### config.mk
export PLATFORM = sky130hd
export DESIGN_NAME = reentrant_monitor_lock_table_top_flat
export DESIGN_NICKNAME = d
export VERILOG_FILES = /design/src/design/rmlt_pkg.sv /design/src/design/rmlt_if.sv /design/src/design/reentrant_monitor_lock_table_top.sv /design/src/design/rmlt_cell.sv /design/src/flat_wrapper.sv
export SDC_FILE = /design/constraint.sdc
export NUM_CORES = 1
export LEC_CHECK = 0
export BUFFER_PORTS_ARGS = -buffer_cell sky130_fd_sc_hd__buf_2
export CAP_MARGIN = 20
export CORE_AREA = 2 2 343 345
export CTS_CLUSTER_DIAMETER = 30
export DETAILED_ROUTE_END_ITERATION = 8
export DIE_AREA = 0 0 345 347
export GPL_ROUTABILITY_DRIVEN = 1
export SLEW_MARGIN = 0
export SYNTH_ARGS = -nofsm -noshare
export SYNTH_HDL_FRONTEND = slang
export SYNTH_SLANG_ARGS = --single-unit
### constraint.sdc
create_clock -name clk -period 9.85 [get_ports clk]
set_clock_uncertainty 0.15 [all_clocks]
set_input_delay 1.4775 -clock clk [delete_from_list [all_inputs] [get_ports clk]]
set_output_delay 1.4775 -clock clk [all_outputs]
set_load 0.01 [all_outputs]
### src/design/rmlt_pkg.sv
// Shared types and codes for the reentrant monitor lock table.
package rmlt_pkg;

  localparam int OBJ_REF_W = 32;
  localparam int THR_ID_W  = 8;
  localparam int STATUS_W  = 3;

  typedef enum logic [STATUS_W-1:0] {
    ST_ACQUIRED  = 3'd0,
    ST_REENTERED = 3'd1,
    ST_BLOCKED   = 3'd2,
    ST_NULL      = 3'd3,
    ST_RELEASED  = 3'd4,
    ST_ILLEGAL   = 3'd5,
    ST_NOT_HELD  = 3'd6,
    ST_FULL      = 3'd7
  } status_t;

  // Update broadcast to every cell once a lookup has finished
  typedef enum logic [1:0] {
    OP_NONE    = 2'd0,
    OP_ACQUIRE = 2'd1,
    OP_INCR    = 2'd2,
    OP_EXIT    = 2'd3
  } op_t;

  // Lookup token handed from one cell to the next
  typedef struct packed {
    logic tok;
    logic hit;
    logic owner_eq;
    logic cnt_max;
    logic free_seen;
  } link_t;

endpackage

### src/design/rmlt_if.sv
// Request and result channel interfaces for the lock table.
interface rmlt_req_if;
  import rmlt_pkg::*;
  logic                 valid;
  logic                 ready;
  logic                 mode;
  logic [OBJ_REF_W-1:0] object_ref;
  logic [THR_ID_W-1:0]  thread_id;

  modport source (output valid, output mode, output object_ref, output thread_id,
                  input ready);
  modport sink   (input valid, input mode, input object_ref, input thread_id,
                  output ready);
endinterface

interface rmlt_res_if;
  import rmlt_pkg::*;
  logic                valid;
  logic                ready;
  logic [STATUS_W-1:0] status;
  logic                advance;
  logic                drop_priority;

  modport source (output valid, output status, output advance, output drop_priority,
                  input ready);
  modport sink   (input valid, input status, input advance, input drop_priority,
                  output ready);
endinterface

### src/design/reentrant_monitor_lock_table_top.sv
// Reentrant monitor lock table: top level with request control and cell chain.
//
// in_chan carries monitor requests (mode 0 enter, 1 exit, object_ref, thread_id);
// out_chan returns one result per request (status, advance, drop_priority).
// A transfer happens on a rising edge with valid and ready both high.
// A request with a non-null object sends a lookup token down a row of ENTRIES
// cells, one cell per cycle; each cell compares its entry and marks itself as the
// hit or as the lowest free entry. At the end of the row the result is decided
// and one update is broadcast to every cell; only the marked cell applies it.
// A non-null request walks the cell row, is decided into the pending result
// register (S_PEND) and then moves into the output register that drives
// out_chan.valid; a null reference skips the walk. One request is in flight at a
// time; in_chan.ready returns at the edge that moves the result into the output
// register, so a new request is taken only once the last one has left S_PEND.
// Reset (synchronous, rst_n low) empties the table, returns to idle and clears out_chan.valid.
// While out_chan.ready is low the result holds in the output register; a further
// request may be accepted and looked up, and its result waits until the
// register frees up.
module reentrant_monitor_lock_table_top #(
  parameter int ENTRIES     = 16,
  parameter int OBJECT_BITS = 32,
  parameter int THREAD_BITS = 8,
  parameter int COUNT_BITS  = 8
) (
  input  logic       clk,
  input  logic       rst_n,
  rmlt_req_if.sink   in_chan,
  rmlt_res_if.source out_chan
);
  import rmlt_pkg::*;

  typedef enum logic [1:0] {
    S_IDLE,
    S_WALK,
    S_PEND
  } state_t;

  state_t                 state_r;
  logic                   start_r;
  logic                   req_exit_r;
  logic [OBJECT_BITS-1:0] req_obj_r;
  logic [THREAD_BITS-1:0] req_thr_r;
  op_t                    cmd_r;
  status_t                pend_status_r;
  logic                   pend_adv_r;
  logic                   pend_drop_r;
  logic                   out_valid_r;
  status_t                out_status_r;
  logic                   out_adv_r;
  logic                   out_drop_r;

  logic [63:0]            obj_wide;
  logic [15:0]            thr_wide;
  logic [OBJECT_BITS-1:0] in_obj;
  logic [THREAD_BITS-1:0] in_thr;

  link_t                  links [ENTRIES+1];
  link_t                  last;

  status_t                dec_status;
  logic                   dec_adv;
  logic                   dec_drop;
  op_t                    dec_op;

  assign obj_wide = 64'(in_chan.object_ref);
  assign thr_wide = 16'(in_chan.thread_id);
  assign in_obj   = obj_wide[OBJECT_BITS-1:0];
  assign in_thr   = thr_wide[THREAD_BITS-1:0];

  always_comb begin
    links[0]     = '0;
    links[0].tok = start_r;
  end

  for (genvar i = 0; i < ENTRIES; i++) begin : g_cell
    rmlt_cell #(
      .OBJECT_BITS (OBJECT_BITS),
      .THREAD_BITS (THREAD_BITS),
      .COUNT_BITS  (COUNT_BITS)
    ) u_cell (
      .clk      (clk),
      .rst_n    (rst_n),
      .link_in  (links[i]),
      .link_out (links[i+1]),
      .req_obj  (req_obj_r),
      .req_thr  (req_thr_r),
      .cmd_op   (cmd_r)
    );
  end

  assign last = links[ENTRIES];

  // Decide the outcome from the summary token leaving the last cell
  always_comb begin
    dec_status = ST_FULL;
    dec_adv    = 1'b0;
    dec_drop   = 1'b0;
    dec_op     = OP_NONE;
    if (!req_exit_r) begin
      if (last.hit) begin
        if (!last.owner_eq) begin
          dec_status = ST_BLOCKED;
          dec_drop   = 1'b1;
        end else if (!last.cnt_max) begin
          dec_status = ST_REENTERED;
          dec_adv    = 1'b1;
          dec_op     = OP_INCR;
        end
      end else if (last.free_seen) begin
        dec_status = ST_ACQUIRED;
        dec_adv    = 1'b1;
        dec_op     = OP_ACQUIRE;
      end
    end else begin
      if (!last.hit) begin
        dec_status = ST_NOT_HELD;
      end else if (!last.owner_eq) begin
        dec_status = ST_ILLEGAL;
      end else begin
        dec_status = ST_RELEASED;
        dec_adv    = 1'b1;
        dec_op     = OP_EXIT;
      end
    end
  end

  always_ff @(posedge clk) begin
    if (!rst_n) begin
      state_r     <= S_IDLE;
      start_r     <= 1'b0;
      cmd_r       <= OP_NONE;
      out_valid_r <= 1'b0;
    end else begin
      start_r <= (state_r == S_IDLE) && in_chan.valid && (in_obj != '0);
      cmd_r   <= (state_r == S_WALK && last.tok) ? dec_op : OP_NONE;
      // drop the result once taken, unless a pending one replaces it
      if (out_valid_r && out_chan.ready && state_r != S_PEND) out_valid_r <= 1'b0;
      case (state_r)
        S_IDLE: begin
          if (in_chan.valid) begin
            req_exit_r <= in_chan.mode;
            req_obj_r  <= in_obj;
            req_thr_r  <= in_thr;
            if (in_obj == '0) begin
              pend_status_r <= ST_NULL;
              pend_adv_r    <= 1'b0;
              pend_drop_r   <= 1'b0;
              state_r       <= S_PEND;
            end else begin
              state_r <= S_WALK;
            end
          end
        end
        S_WALK: begin
          if (last.tok) begin
            pend_status_r <= dec_status;
            pend_adv_r    <= dec_adv;
            pend_drop_r   <= dec_drop;
            state_r       <= S_PEND;
          end
        end
        S_PEND: begin
          // hold until the output register is free
          if (!out_valid_r || out_chan.ready) begin
            out_valid_r  <= 1'b1;
            out_status_r <= pend_status_r;
            out_adv_r    <= pend_adv_r;
            out_drop_r   <= pend_drop_r;
            state_r      <= S_IDLE;
          end
        end
        default: state_r <= S_IDLE;
      endcase
    end
  end

  assign in_chan.ready          = (state_r == S_IDLE);
  assign out_chan.valid         = out_valid_r;
  assign out_chan.status        = out_status_r;
  assign out_chan.advance       = out_adv_r;
  assign out_chan.drop_priority = out_drop_r;

endmodule

### src/design/rmlt_cell.sv
// One lock table entry with its stage of the lookup chain.
module rmlt_cell #(
  parameter int OBJECT_BITS = 32,
  parameter int THREAD_BITS = 8,
  parameter int COUNT_BITS  = 8
) (
  input  logic                   clk,
  input  logic                   rst_n,
  input  rmlt_pkg::link_t        link_in,
  output rmlt_pkg::link_t        link_out,
  input  logic [OBJECT_BITS-1:0] req_obj,
  input  logic [THREAD_BITS-1:0] req_thr,
  input  rmlt_pkg::op_t          cmd_op
);
  import rmlt_pkg::*;

  logic                   valid_r;
  logic [OBJECT_BITS-1:0] obj_r;
  logic [THREAD_BITS-1:0] owner_r;
  logic [COUNT_BITS-1:0]  count_r;
  logic                   sel_r;
  logic                   fsel_r;
  link_t                  link_r;
  link_t                  link_nxt;
  logic                   hit;

  assign hit = valid_r && (obj_r == req_obj);

  always_comb begin
    link_nxt = link_in;
    // objects are unique in the table, so at most one cell hits
    if (hit) begin
      link_nxt.hit      = 1'b1;
      link_nxt.owner_eq = (owner_r == req_thr);
      link_nxt.cnt_max  = &count_r;
    end
    link_nxt.free_seen = link_in.free_seen | ~valid_r;
  end

  always_ff @(posedge clk) begin
    if (!rst_n) begin
      valid_r <= 1'b0;
      sel_r   <= 1'b0;
      fsel_r  <= 1'b0;
      link_r  <= '0;
    end else begin
      link_r <= link_nxt;
      if (link_in.tok) begin
        sel_r  <= hit;
        fsel_r <= ~valid_r & ~link_in.free_seen;
      end
      case (cmd_op)
        OP_ACQUIRE: if (fsel_r) valid_r <= 1'b1;
        OP_EXIT:    if (sel_r && count_r <= COUNT_BITS'(1)) valid_r <= 1'b0;
        default:    ;
      endcase
    end
  end

  always_ff @(posedge clk) begin
    case (cmd_op)
      OP_ACQUIRE: begin
        if (fsel_r) begin
          obj_r   <= req_obj;
          owner_r <= req_thr;
          count_r <= COUNT_BITS'(1);
        end
      end
      OP_INCR: if (sel_r) count_r <= count_r + COUNT_BITS'(1);
      OP_EXIT: if (sel_r) count_r <= count_r - COUNT_BITS'(1);
      default: ;
    endcase
  end

  assign link_out = link_r;

endmodule

### src/flat_wrapper.sv
// flat-port wrapper written by rule: the top's interface ports become plain ports
module reentrant_monitor_lock_table_top_flat import rmlt_pkg::*;
#(
  parameter int ENTRIES     = 16,
  parameter int OBJECT_BITS = 32,
  parameter int THREAD_BITS = 8,
  parameter int COUNT_BITS  = 8
)
  (clk, rst_n, in_chan_valid, in_chan_mode, in_chan_object_ref, in_chan_thread_id, in_chan_ready, out_chan_valid, out_chan_status, out_chan_advance, out_chan_drop_priority, out_chan_ready);
  rmlt_req_if in_chan_i ();
  rmlt_res_if out_chan_i ();
  input  logic clk;
  input  logic rst_n;
  input wire logic [$bits(in_chan_i.valid)-1:0] in_chan_valid;
  input wire logic [$bits(in_chan_i.mode)-1:0] in_chan_mode;
  input wire logic [$bits(in_chan_i.object_ref)-1:0] in_chan_object_ref;
  input wire logic [$bits(in_chan_i.thread_id)-1:0] in_chan_thread_id;
  output wire logic [$bits(in_chan_i.ready)-1:0] in_chan_ready;
  output wire logic [$bits(out_chan_i.valid)-1:0] out_chan_valid;
  output wire logic [$bits(out_chan_i.status)-1:0] out_chan_status;
  output wire logic [$bits(out_chan_i.advance)-1:0] out_chan_advance;
  output wire logic [$bits(out_chan_i.drop_priority)-1:0] out_chan_drop_priority;
  input wire logic [$bits(out_chan_i.ready)-1:0] out_chan_ready;
  assign in_chan_i.valid = in_chan_valid;
  assign in_chan_i.mode = in_chan_mode;
  assign in_chan_i.object_ref = in_chan_object_ref;
  assign in_chan_i.thread_id = in_chan_thread_id;
  assign in_chan_ready = in_chan_i.ready;
  assign out_chan_valid = out_chan_i.valid;
  assign out_chan_status = out_chan_i.status;
  assign out_chan_advance = out_chan_i.advance;
  assign out_chan_drop_priority = out_chan_i.drop_priority;
  assign out_chan_i.ready = out_chan_ready;
  reentrant_monitor_lock_table_top #(.ENTRIES(ENTRIES), .OBJECT_BITS(OBJECT_BITS), .THREAD_BITS(THREAD_BITS), .COUNT_BITS(COUNT_BITS)) u_core (.clk(clk), .rst_n(rst_n), .in_chan(in_chan_i), .out_chan(out_chan_i));
endmodule
==> results.py <==
metrics = {
    "clock_tree": {
        "htreeDepth": 4,
        "cts_sinks": 953,
        "cts_setup_buffers": 0,
        "root_buffer": "clkbuf_16",
        "cts_buffer_depth": 3,
        "ctsHoldBuffers": 0,
        "cts.clk_slew.worst_paths_ns": 0.05,
        "clk_latency_ns": 0.76,
        "cts_buffers": 199,
        "cts_repair_resize_count": 0,
        "tritoncts": "yes",
    },
    "global_route": {
        "grt_usage_pct": 15.4,
        "overflow": 0,
        "antenna_found_initial": 2,
        "grt_max_degree": 84,
        "grt_pass1_vias": 23480,
        "grt_pass1_wl_um": 142000,
    },
    "synth": {
        "yosys_warnings": 0,
        "yosysUniqueCellTypes": 66,
        "synth_ff_type": "edfxtp_1",
        "ys_top_cells_by_count": "819 x edfxtp_1, 375 x xnor2_1, 363 x xor2_1, 134 x dfxtp_1, 134 x nand2_1",
        "synthTopCellsByArea": "edfxtp_1 59%, xnor2_1 7.9%, xor2_1 7.6%, dfxtp_1 6.4%, and2_1 1.9%",
        "yosysMostFrequentCell": "edfxtp_1",
        "avgSynthCellArea_um2": 13.8,
        "synth_edf_count": 819,
        "synth-seq-cells": 953,
        "async_flop_share_pct": 0,
        "synth_top_area_share_pct": 59.1,
        "synth_area_um2": 41600,
        "ys_seq_area_share_pct": 65.5,
        "yosys.area.top_type": "edfxtp_1",
        "syn-num-nets": 3116,
        "synthCells": 3023,
    },
    "die": {
        "core_area_um2": 116000,
        "die_area_um2": 120000,
        "row_count": 125,
        "die_width_um": 345,
        "pin_count": 52,
        "initial_core_util_pct": 36.0,
        "die_y_um": 347,
    },
    "power": {
        "p_leak_uw": 0.0172,
        "peakVddDrop_uv": 154,
        "cellPowerDensity_nw_per_um2": 225,
        "power.total_uw": 11400,
    },
    "detailed_routing": {
        "ant_nets": 0,
        "wl_per_cell_um": 18.8,
        "drtPass1Iterations": 5,
        "drc": 0,
        "drt_wl_total_um": 92300,
        "drtIter0Drc": 1761,
        "vias_per_cell": 4.81,
        "vias": 23595,
    },
    "timing": {
        "maxSlewHeadroom_pct": 28.7,
        "finalCritPeriodShare_pct": 36.6,
        "finalSetupTns_ns": 0,
        "grt_setup_unrepaired": "false",
        "tightest_slew_ns": 1.07,
        "setup_violations": 0,
        "min_period_ns": 3.60,
        "clock.fmax_mhz": 278,
        "slew_violations": 0,
        "hold_violations": 0,
    },
    "setup_path": {
        "cp.arrival_ns": 3.82,
        "path_class": "input port to register",
        "cp_slowest_stage_delay_ns": 0.71,
        "crit_family": "buffers and inverters",
        "cp-start-kind": "input port",
        "worstPathCellList": "buf_4 -> inv_2 -> buf_4 -> nor3b_1",
        "slowest_stage": "buf_4",
        "critPathMaxFanout": 83,
        "end_kind": "register",
        "path_common_cell": "buf_4",
        "cp.required_ns": 10.07,
        "ff2ff_setup_slack_ns": 6.32,
        "critPathBufInv": 3,
    },
    "job": {
        "drv_cap": 0,
    },
    "layout": {
        "final_nets": 3293,
        "drive_above_1_share_pct": 13.8,
        "areaGrowthSynthToFinish_pct": 21.5,
        "n_antenna_cell": 0,
    },
    "place": {
        "gp_congestion": 0.745,
        "post-dp-hpwl_um": 51700,
        "io_buffer_count": 51,
    },
    "status": {
        "status": "finished, final reports clean",
    },
    "min_path": {
        "hold_path_class": "register to register",
    },
}
cell usage in the layout (no fill, tap or decap), types with 10 or more instances in the layout:
master,synthesis,routed
a21oi_1,68,68
a31oi_1,15,15
and2_1,127,118
and3_1,18,18
buf_2,34,50
buf_4,7,60
bufinv_16,0,20
clkbuf_1,68,31
clkbuf_16,0,209
clkbuf_8,2,12
clkinv_1,1,25
clkinv_16,0,10
clkinv_2,0,29
clkinvlp_4,0,13
dfxtp_1,134,132
edfxtp_1,819,819
ha_1,48,48
inv_1,102,102
inv_6,0,13
mux2i_1,45,45
nand2_1,134,134
nand2b_1,11,11
nand3_1,69,69
nand3b_1,13,13
nand4_1,99,99
nor2_1,86,85
nor2b_1,21,21
nor3_1,37,37
nor3b_1,12,12
nor4_1,91,90
o21ai_0,47,47
o22ai_1,18,18
or3_1,21,21
or4_1,13,13
xnor2_1,375,375
xor2_1,363,363
final cells by class:
class                           instances  area [um^2]
Clock buffer                          252         5510
Clock inverter                        127         1520
Fill cell                           10361        65200
Inverter                              103          387
Multi-Input combinational cell       1831        13200
Sequential cell                       953        27300
Tap cell                             1524         1910
Timing Repair Buffer                  112          741
per-stage QoR:
| step | area [um^2] | hold WS (ns) | cells | setup WS, ns | util, % |
|---|---|---|---|---|---|
| 2_1_floorplan | 41600 | 0.250 | 3023 | 5.67 | - |
| 3_3_place_gp | 43500 | 0.258 | 4521 | 5.56 | 37.6 |
| 3_5_place_dp | 43500 | 0.255 | 4521 | 5.49 | 37.6 |
| 4_1_cts | 50500 | 0.263 | 4900 | 6.28 | 43.7 |
| 5_1_grt | 50600 | 0.270 | 4902 | 6.07 | 43.7 |
| 6_report | 50600 | 0.265 | 4902 | 6.25 | 43.7 |
sequential cells by signal, indices dropped and copies added (netlist names), 3 cells and up:
| name | cells |
|---|---|
| u_core.g_cell.u_cell.sel_r | 16 |
| u_core.g_cell.u_cell.valid_r | 16 |
| u_core.out_chan.status | 3 |
| u_core.req_obj_r | 32 |
| u_core.g_cell.u_cell.count_r | 128 |
| u_core.g_cell.u_cell.fsel_r | 16 |
| u_core.g_cell.u_cell.obj_r | 512 |
| u_core.pend_status_r | 3 |
| u_core.g_cell.u_cell.link_out | 80 |
| u_core.req_thr_r | 8 |
| u_core.g_cell.u_cell.owner_r | 128 |
cells by family after synthesis:
group,synth area share [%]
XOR/XNOR,15.5
multiplexers,1.08
flip-flops,65.5
AND/OR/NAND/NOR,10.4
buffers and inverters,2.74
AO/OA/AOI/OAI,3.27
adder cells (fa/ha/maj),1.44
per-layer routing:
layer	share of wire (%)	GRT usage [%]	routed length [um]	up-vias
met1	48	21.8	44600	11621
met5	0	0	0	-
met4	2.2	5.31	2070	0
met2	44	23.6	40800	566
li1	-	-	-	11261
met3	5.2	3.16	4840	147
report_power, final:
part           switching (uW)  total [uW]  internal [uW]
sequential               6.38        4390           4380
clock                    2250        6760           4510
combinational             164         239           74.7
total                    2420       11400           8970
final timing paths:
check,start,endpoint,cells past startpoint
worst min-delay path,u_core.pend_status_r[1],u_core.out_chan.status[1],0
worst max-delay path,rst_n,u_core.out_chan.status[2],4
worst max register to register,u_core.req_obj_r[4],u_core.g_cell[12].u_cell.link_out[1],6
worst min register to register,u_core.pend_status_r[1],u_core.out_chan.status[1],0
(Power assumes the default switching activity.)
